### config.mk
export PLATFORM = sky130hd
export DESIGN_NAME = fit_policy_block_allocator
export DESIGN_NICKNAME = d
export VERILOG_FILES = /design/src/hw/rtl/fpba_pkg.sv /design/src/hw/rtl/fit_policy_block_allocator.sv /design/src/hw/rtl/fpba_cell.sv
export SDC_FILE = /design/constraint.sdc
export NUM_CORES = 2
export LEC_CHECK = 0
export ABC_CLOCK_PERIOD_IN_PS = 5500
export BUFFER_PORTS_ARGS = -buffer_cell sky130_fd_sc_hd__buf_4
export CAP_MARGIN = 5
export CORE_MARGIN = 2
export CORE_UTILIZATION = 35
export DETAILED_ROUTE_END_ITERATION = 8
export PLACE_DENSITY = 0.49
export SYNTH_ARGS = -nofsm -noshare
export SYNTH_HDL_FRONTEND = slang
export SYNTH_HIERARCHICAL = 1
export SYNTH_SLANG_ARGS = --single-unit
### constraint.sdc
create_clock -name i_clk -period 5.5 [get_ports i_clk]
set_input_delay 0.275 -clock i_clk [delete_from_list [all_inputs] [get_ports i_clk]]
set_output_delay 0.275 -clock i_clk [all_outputs]
set_load 0.05 [all_outputs]
### src/hw/rtl/fpba_pkg.sv
// ----------------------------------------------------------------------------
// fpba_pkg
// Shared types and codes for the fit policy block allocator: item and result
// payloads, operation, policy and register codes, and the cell control group.
// ----------------------------------------------------------------------------
`default_nettype none

package fpba_pkg;

    // Operation codes
    localparam logic [1:0] OP_LOAD    = 2'd0;
    localparam logic [1:0] OP_ALLOC   = 2'd1;
    localparam logic [1:0] OP_RESTORE = 2'd2;

    // Fit policies (unused code behaves as first fit)
    localparam logic [1:0] POL_FIRST = 2'd0;
    localparam logic [1:0] POL_BEST  = 2'd1;
    localparam logic [1:0] POL_WORST = 2'd2;

    // Register indexes (paddr[3:2])
    localparam logic [1:0] REG_FIT_POLICY  = 2'd0;
    localparam logic [1:0] REG_FIXED_PART  = 2'd1;
    localparam logic [1:0] REG_BLOCK_COUNT = 2'd2;

    localparam logic [4:0] BLOCK_COUNT_RST = 5'd16;

    typedef struct packed {
        logic [1:0]  op;
        logic [3:0]  block_index;
        logic [15:0] size;
        logic        last_request;
    } t_item;

    typedef struct packed {
        logic        granted;
        logic [3:0]  chosen_block;
        logic [15:0] leftover;
        logic [15:0] block_original;
        logic [15:0] refused_count;
    } t_result;

    // Broadcast control to every cell of the chain
    typedef struct packed {
        logic       load;
        logic       restore;
        logic       commit;
        logic       fixed;
        logic [1:0] policy;
    } t_cell_ctrl;

endpackage

`default_nettype wire

### src/hw/rtl/fit_policy_block_allocator.sv
// ----------------------------------------------------------------------------
// fit_policy_block_allocator
// Block table with first, best and worst fit allocation over a chain of cells.
// ----------------------------------------------------------------------------
// Usage:
//   Items come in on i_item and are taken at a rising edge with start high
//   and busy low. Each item gives one result on o_result, marked by
//   o_result_valid for exactly one cycle; the receiver cannot hold it off.
//   Load, restore and unknown ops: result in the cycle after the accept,
//   and the next item may follow straight away (1 cycle per transaction).
//   Allocate: the request walks the chain of NUM_BLOCKS cells, one cell per
//   cycle, carrying the best candidate; the choice from the last cell is then
//   committed to its block. busy stays high for the whole walk and falls as
//   the result appears, so the next allocate is taken only after that. The
//   chain length sets how long the walk lasts.
//   Configuration goes through the APB port (0x0 policy, 0x4 fixed
//   partitions, 0x8 block count); the user must write it only while idle, as the block itself does not enforce it.
//   Reset clears the registers to first fit, dynamic, sixteen blocks, and
//   zeroes the refused count; block sizes are undefined until loaded.
// ----------------------------------------------------------------------------
`default_nettype none

module fit_policy_block_allocator #(
    parameter int NUM_BLOCKS = 16,
    parameter int SIZE_WIDTH = 16
) (
    input  wire                  i_clk,
    input  wire                  i_rst_n,
    // command channel
    input  wire                  start,
    output logic                 busy,
    input  fpba_pkg::t_item      i_item,
    // result channel
    output logic                 o_result_valid,
    output fpba_pkg::t_result    o_result,
    // APB configuration
    input  wire                  psel,
    input  wire                  penable,
    input  wire                  pwrite,
    input  wire  [3:0]           paddr,
    input  wire  [31:0]          pwdata,
    output logic [31:0]          prdata,
    output logic                 pready
);

    localparam int IDX_W = (NUM_BLOCKS > 1) ? $clog2(NUM_BLOCKS) : 1;
    localparam int CNT_W = $clog2(NUM_BLOCKS + 1);

    localparam logic S_IDLE   = 1'b0;
    localparam logic S_SEARCH = 1'b1;

    // ---------------- configuration ----------------
    logic [1:0] r_fit_policy;
    logic       r_fixed;
    logic [4:0] r_block_count;
    logic       cfg_wr;

    assign pready = 1'b1;
    assign cfg_wr = psel && penable && pwrite;

    always_comb begin
        prdata = '0;
        unique case (paddr[3:2])
            fpba_pkg::REG_FIT_POLICY:  prdata = {30'd0, r_fit_policy};
            fpba_pkg::REG_FIXED_PART:  prdata = {31'd0, r_fixed};
            fpba_pkg::REG_BLOCK_COUNT: prdata = {27'd0, r_block_count};
            default:                   prdata = '0;
        endcase
    end

    // ---------------- control state ----------------
    logic              r_state, n_state;
    logic [CNT_W-1:0]  r_cnt, n_cnt;
    logic [15:0]       r_refused, n_refused;
    logic              r_res_valid, n_res_valid;
    fpba_pkg::t_result r_result, n_result;
    logic [SIZE_WIDTH-1:0] r_req_size;
    logic              r_last;

    logic accept;
    logic search_done;
    logic load_hit;
    logic [15:0] refused_upd;

    // chain taps: entry 0 feeds cell 0, entry NUM_BLOCKS is the final pick
    logic                  c_valid [NUM_BLOCKS+1];
    logic [IDX_W-1:0]      c_idx   [NUM_BLOCKS+1];
    logic [SIZE_WIDTH-1:0] c_rem   [NUM_BLOCKS+1];
    logic [SIZE_WIDTH-1:0] c_orig  [NUM_BLOCKS+1];

    logic [SIZE_WIDTH-1:0] fin_left;
    logic [IDX_W-1:0]      sel_idx;
    logic [SIZE_WIDTH-1:0] wr_data;
    fpba_pkg::t_cell_ctrl  ctrl;

    assign busy        = (r_state == S_SEARCH);
    assign accept      = start && !busy;
    assign search_done = (r_state == S_SEARCH) && (r_cnt == CNT_W'(NUM_BLOCKS));
    // loads beyond the table are dropped
    assign load_hit    = accept && (i_item.op == fpba_pkg::OP_LOAD)
                         && (int'(i_item.block_index) < NUM_BLOCKS);
    assign fin_left    = c_rem[NUM_BLOCKS] - r_req_size;
    // saturating refusal count
    assign refused_upd = (r_refused != 16'hFFFF) ? (r_refused + 16'd1) : r_refused;

    // commit and load never share a cycle: commit only while busy
    assign sel_idx = search_done ? c_idx[NUM_BLOCKS] : IDX_W'(i_item.block_index);
    assign wr_data = search_done ? fin_left : SIZE_WIDTH'(i_item.size);

    always_comb begin
        ctrl         = '0;
        ctrl.load    = load_hit;
        ctrl.restore = accept && (i_item.op == fpba_pkg::OP_RESTORE);
        ctrl.commit  = search_done && c_valid[NUM_BLOCKS];
        ctrl.fixed   = r_fixed;
        ctrl.policy  = r_fit_policy;
    end

    // ---------------- cell chain ----------------
    assign c_valid[0] = 1'b0;
    assign c_idx[0]   = '0;
    assign c_rem[0]   = '0;
    assign c_orig[0]  = '0;

    for (genvar j = 0; j < NUM_BLOCKS; j++) begin : g_cell
        logic cell_en;
        assign cell_en = (j < int'(r_block_count));

        fpba_cell #(
            .IDX_W  (IDX_W),
            .SIZE_W (SIZE_WIDTH)
        ) u_cell (
            .i_clk       (i_clk),
            .i_rst_n     (i_rst_n),
            .i_ctrl      (ctrl),
            .i_en        (cell_en),
            .i_index     (IDX_W'(j)),
            .i_sel_idx   (sel_idx),
            .i_wr_data   (wr_data),
            .i_req_size  (r_req_size),
            .i_in_valid  (c_valid[j]),
            .i_in_idx    (c_idx[j]),
            .i_in_rem    (c_rem[j]),
            .i_in_orig   (c_orig[j]),
            .o_out_valid (c_valid[j+1]),
            .o_out_idx   (c_idx[j+1]),
            .o_out_rem   (c_rem[j+1]),
            .o_out_orig  (c_orig[j+1])
        );
    end

    // ---------------- sequencing ----------------
    always_comb begin
        n_state     = r_state;
        n_cnt       = r_cnt;
        n_refused   = r_refused;
        n_res_valid = 1'b0;
        n_result    = r_result;
        unique case (r_state)
            S_IDLE: begin
                if (accept) begin
                    if (i_item.op == fpba_pkg::OP_ALLOC) begin
                        n_state = S_SEARCH;
                        n_cnt   = '0;
                    end else begin
                        // load, restore, unknown: report the current count
                        n_res_valid            = 1'b1;
                        n_result               = '0;
                        n_result.refused_count = r_refused;
                    end
                end
            end
            S_SEARCH: begin
                if (search_done) begin
                    n_state     = S_IDLE;
                    n_res_valid = 1'b1;
                    n_result    = '0;
                    if (c_valid[NUM_BLOCKS]) begin
                        n_result.granted        = 1'b1;
                        n_result.chosen_block   = 4'(c_idx[NUM_BLOCKS]);
                        n_result.leftover       = 16'(fin_left);
                        n_result.block_original = 16'(c_orig[NUM_BLOCKS]);
                        n_result.refused_count  = r_refused;
                        n_refused               = r_last ? 16'd0 : r_refused;
                    end else begin
                        n_result.refused_count  = refused_upd;
                        n_refused               = r_last ? 16'd0 : refused_upd;
                    end
                end else begin
                    n_cnt = r_cnt + 1'b1;
                end
            end
            default: n_state = S_IDLE;
        endcase
    end

    always_ff @(posedge i_clk) begin
        if (!i_rst_n) begin
            r_state       <= S_IDLE;
            r_cnt         <= '0;
            r_refused     <= '0;
            r_res_valid   <= 1'b0;
            r_fit_policy  <= fpba_pkg::POL_FIRST;
            r_fixed       <= 1'b0;
            r_block_count <= fpba_pkg::BLOCK_COUNT_RST;
        end else begin
            r_state     <= n_state;
            r_cnt       <= n_cnt;
            r_refused   <= n_refused;
            r_res_valid <= n_res_valid;
            if (cfg_wr) begin
                unique case (paddr[3:2])
                    fpba_pkg::REG_FIT_POLICY:  r_fit_policy  <= pwdata[1:0];
                    fpba_pkg::REG_FIXED_PART:  r_fixed       <= pwdata[0];
                    fpba_pkg::REG_BLOCK_COUNT: r_block_count <= pwdata[4:0];
                    default: ;
                endcase
            end
        end
    end

    // request payload held for the walk down the chain
    always_ff @(posedge i_clk) begin
        r_result <= n_result;
        if (accept) begin
            r_req_size <= SIZE_WIDTH'(i_item.size);
            r_last     <= i_item.last_request;
        end
    end

    assign o_result_valid = r_res_valid;
    assign o_result       = r_result;

    // ---------------- assertions ----------------
    a_accept_answered: assert property (@(posedge i_clk) disable iff (!i_rst_n)
        (start && !busy) |=> (o_result_valid || busy))
        else $error("accepted transaction neither answered nor in search");

    a_busy_end_result: assert property (@(posedge i_clk) disable iff (!i_rst_n)
        $fell(busy) |-> o_result_valid)
        else $error("search ended without a result");

    a_cnt_bound: assert property (@(posedge i_clk) disable iff (!i_rst_n)
        busy |-> (r_cnt <= CNT_W'(NUM_BLOCKS)))
        else $error("search counter overran the chain");

    a_refused_zero: assert property (@(posedge i_clk) disable iff (!i_rst_n)
        (o_result_valid && !o_result.granted) |->
        (o_result.chosen_block == 4'd0 && o_result.leftover == 16'd0
         && o_result.block_original == 16'd0))
        else $error("refused result carries block fields");

    a_no_result_in_search: assert property (@(posedge i_clk) disable iff (!i_rst_n)
        (busy && $past(busy)) |-> !o_result_valid)
        else $error("result strobe during search");

endmodule

`default_nettype wire

### src/hw/rtl/fpba_cell.sv
// ----------------------------------------------------------------------------
// fpba_cell
// One block of the table: holds its original and remaining size, and passes
// the best candidate so far on to the next cell, registered every cycle.
// ----------------------------------------------------------------------------
`default_nettype none

module fpba_cell #(
    parameter int IDX_W  = 4,
    parameter int SIZE_W = 16
) (
    input  wire                     i_clk,
    input  wire                     i_rst_n,
    input  fpba_pkg::t_cell_ctrl    i_ctrl,
    input  wire                     i_en,
    input  wire  [IDX_W-1:0]        i_index,
    input  wire  [IDX_W-1:0]        i_sel_idx,
    input  wire  [SIZE_W-1:0]       i_wr_data,
    input  wire  [SIZE_W-1:0]       i_req_size,
    input  wire                     i_in_valid,
    input  wire  [IDX_W-1:0]        i_in_idx,
    input  wire  [SIZE_W-1:0]       i_in_rem,
    input  wire  [SIZE_W-1:0]       i_in_orig,
    output logic                    o_out_valid,
    output logic [IDX_W-1:0]        o_out_idx,
    output logic [SIZE_W-1:0]       o_out_rem,
    output logic [SIZE_W-1:0]       o_out_orig
);

    logic [SIZE_W-1:0] r_orig;
    logic [SIZE_W-1:0] r_rem;
    logic              r_cand_valid;
    logic [IDX_W-1:0]  r_cand_idx;
    logic [SIZE_W-1:0] r_cand_rem;
    logic [SIZE_W-1:0] r_cand_orig;

    logic sel_hit;
    logic eligible;
    logic better;
    logic take;

    assign sel_hit  = (i_sel_idx == i_index);
    assign eligible = i_en && (r_rem >= i_req_size) && !(i_ctrl.fixed && (r_rem < r_orig));

    always_comb begin
        better = 1'b0;
        if (i_ctrl.policy == fpba_pkg::POL_BEST) begin
            better = (r_rem < i_in_rem);
        end else if (i_ctrl.policy == fpba_pkg::POL_WORST) begin
            better = (r_rem > i_in_rem);
        end
    end

    // lower index already held wins ties
    assign take = eligible && (!i_in_valid || better);

    // block storage
    always_ff @(posedge i_clk) begin
        if (i_ctrl.load && sel_hit) begin
            r_orig <= i_wr_data;
            r_rem  <= i_wr_data;
        end else if (i_ctrl.commit && sel_hit) begin
            r_rem  <= i_wr_data;
        end else if (i_ctrl.restore) begin
            r_rem  <= r_orig;
        end
    end

    // candidate stage
    always_ff @(posedge i_clk) begin
        if (!i_rst_n) begin
            r_cand_valid <= 1'b0;
        end else begin
            r_cand_valid <= take || i_in_valid;
        end
    end

    always_ff @(posedge i_clk) begin
        if (take) begin
            r_cand_idx  <= i_index;
            r_cand_rem  <= r_rem;
            r_cand_orig <= r_orig;
        end else begin
            r_cand_idx  <= i_in_idx;
            r_cand_rem  <= i_in_rem;
            r_cand_orig <= i_in_orig;
        end
    end

    assign o_out_valid = r_cand_valid;
    assign o_out_idx   = r_cand_idx;
    assign o_out_rem   = r_cand_rem;
    assign o_out_orig  = r_cand_orig;

endmodule

`default_nettype wire

==> metrics <==
Synth area leader edfxtp_1; Max Freq 233.9 MHz; Worst Hold Class input pin to flop; Post-CTS Resized 0; fin area 72430 um^2; Hold Fails Final Rpt 0; postcts setup bufs 0; DRT antenna net count 0; number of synthesized register bits 1205; vias in the first global route 42110; largest cells by area after synthesis edfxtp_1, dfxtp_1, ha_1; global-route wire length before repair 273700 um; clk sink count 1205; min setup slack post-route 1.225 ns; Seq/Total Area, Yosys 0.4753; Synth cell types 62; Synth top area share 0.2774; routed wire length 186000 um; status completed; TritonCTS Buffers 139; hold_buf cts 31; Nets 6939; Main synth FF type dfxtp_1; asr flop ratio synth 0; clk slew on worst S/H paths 0.06 ns; Longest Clk Path Bufs 3; EDFF count, synth 582; gr ovfl total 0; Residual DRC 0; Worst-Skew Late Latency 0.78 ns; DRT iter0 DRCs 2944; routed len/inst 21.68 um; CP arrival 4.88 ns; Final Cycle Share 0.7772; setup_tns 0 ns; Syn Inst Count 5660; Final Hold Slack 0.1172 ns; max_slew headroom 0.1973; Die Height 428.3 um; Worst setup EP type flop; antenna violations before repair 15; Power Density 354.6 nW/um^2; dpl ws 1.342 ns; post-synthesis cell area 63010 um^2; maximum vdd drop 0.0002684 V; pin count of the biggest net entering global routing 47; GPL Wtd Cong 0.8436; DR pass1 iterations 6; CTS tree built; Core Region 178600 um^2; layout cells sized above 1 0.1665; Die Area 183400 um^2; Worst Path Required 6.11 ns; vias per inst 4.953; detailed-route via count 42490; synthesis-to-finish area growth 14.95%; Setup Skew 0.04507 ns; worst-margin pin slew 1.200 ns; top-count cell post-synth inv_1; H-tree levels 4; placed cell area 67540 um^2; Leak 31.15 nW; worst-path fanout max 12; port bufs 95; Max-Cap Viols 0; Initial Utilization 0.3528; max-slew violation count 0; clock root buffer clkbuf_16; Die X 428.3 um; IO Count 153; mean area per synthesized cell 11.13 um^2; Worst setup SP type flop; Commonest cells post-synth inv_1, ha_1, dfxtp_1; filler instances 17210; unrepaired setup endpoints after global routing no; site row count 155; Ys Warns 6; post-DP HPWL 139300 um; Setup CP Type flop to flop; Tmin final 4.275 ns; total track usage 0.1998; final setup violation count 0
-- cell type report --
cell class              instances  area [um^2]  area share
multi-input cells            3718        30020      0.4144
flip-flops and latches       1205        29950      0.4135
clock buffers                 202         4091     0.05649
inverters                     798         2995     0.04136
well taps                    2355         2947     0.04068
repair buffers                241         1937     0.02674
clock inverters                57        479.2    0.006616
diodes                          4        10.01   0.0001382
-- report_power, final --
group | total [mW] | switching [mW] | internal [mW]
Clock | 9.21 | 3.87 | 5.34
Combinational | 4.85 | 2.66 | 2.19
Sequential | 11.6 | 0.870 | 10.8
Total | 25.7 | 7.39 | 18.3
-- metal layers --
metal | wire [um] | up-vias | global-route usage
li1 | - | 20920 | -
met1 | 85450 | 20510 | 0.2691
met2 | 88360 | 857 | 0.3358
met3 | 7980 | 206 | 0.02763
met4 | 4212 | 0 | 0.05174
met5 | 0 | - | 0
-- state kept, by name (all words and copies together) (netlist names) --
signal and count:
g_cell.u_cell/o_out_orig 256, g_cell.u_cell/o_out_rem 256, g_cell.u_cell/r_orig 256, g_cell.u_cell/r_rem 256, g_cell.u_cell/o_out_idx 64, o_result 53, g_cell.u_cell/o_out_valid 16, r_refused 16
r_req_size 16, r_block_count 5, r_cnt 5, r_fit_policy 2, busy 1, o_result_valid 1, r_fixed 1, r_last 1
-- worst max-delay path, cell delays in order (launching register included) --
cell      delay (ns)
edfxtp_1        1.01
inv_1           0.11
ha_1            0.41
a21o_1          0.23
a21oi_1         0.31
a21oi_1         0.15
a21oi_1         0.39
nand2_1         0.19
o21ai_4         0.73
buf_4           0.38
nand2_1         0.07
o21ai_0         0.08
-- final timing paths --
check                                              from                               endpoint  slack [ns]  cells after the start
setup / recovery                r_req_size[4]$_DFFE_PP_   g_cell[6].u_cell/r_rem[10]$_DFFE_PP_        1.23                     11
hold / removal                                  penable           r_fit_policy[1]$_SDFFE_PN0P_        0.12                      5
setup reg to reg                r_req_size[4]$_DFFE_PP_   g_cell[6].u_cell/r_rem[10]$_DFFE_PP_        1.23                     11
hold reg to reg   g_cell[0].u_cell/o_out_idx[2]$_DFF_P_  g_cell[1].u_cell/o_out_idx[2]$_DFF_P_        0.43                      1
-- stage by stage --
stage                     utilization  power, mW  std cells
after floorplan                     -      14.84       5868
after global placement         0.3781      16.62       8286
after detailed placement       0.3781      16.69       8286
after CTS                      0.4054      26.03       8576
after global routing           0.4054      26.93       8576
final                          0.4055      25.68       8580
-- logic make-up (layout without fill, tap and decap cells) --
family | Yosys count | after routing | synth area share
XOR/XNOR | 89 | 89 | 0.01237
AND/OR/NAND/NOR | 1081 | 1081 | 0.08777
other | 2 | 214 | 0.0001192
AO/OA/AOI/OAI | 963 | 963 | 0.09964
buffers and inverters | 945 | 1298 | 0.06386
adder cells (fa/ha/maj) | 771 | 771 | 0.1532
multiplexers | 604 | 604 | 0.1077
flip-flops | 1205 | 1205 | 0.4753
-- placed cells by master (no fill, tap or decap), drive strengths merged, types with 32 or more instances in the layout --
cell and count:
conb 210, a21o 101, a21oi 203, a2111oi 32
mux2 593, nand2b 39, dfxtp 623, xor2 78
o211ai 33, inv 804, ha 770, o21a 34
nand2 375, o21ai 346, nor3 70, a211oi 80
buf 210, edfxtp 582, clkbuf 202, or2 34
nand3 98, nand4 151, clkinv 42, nor2 140
a211o 32
Power figures use the tool's default switching activity.
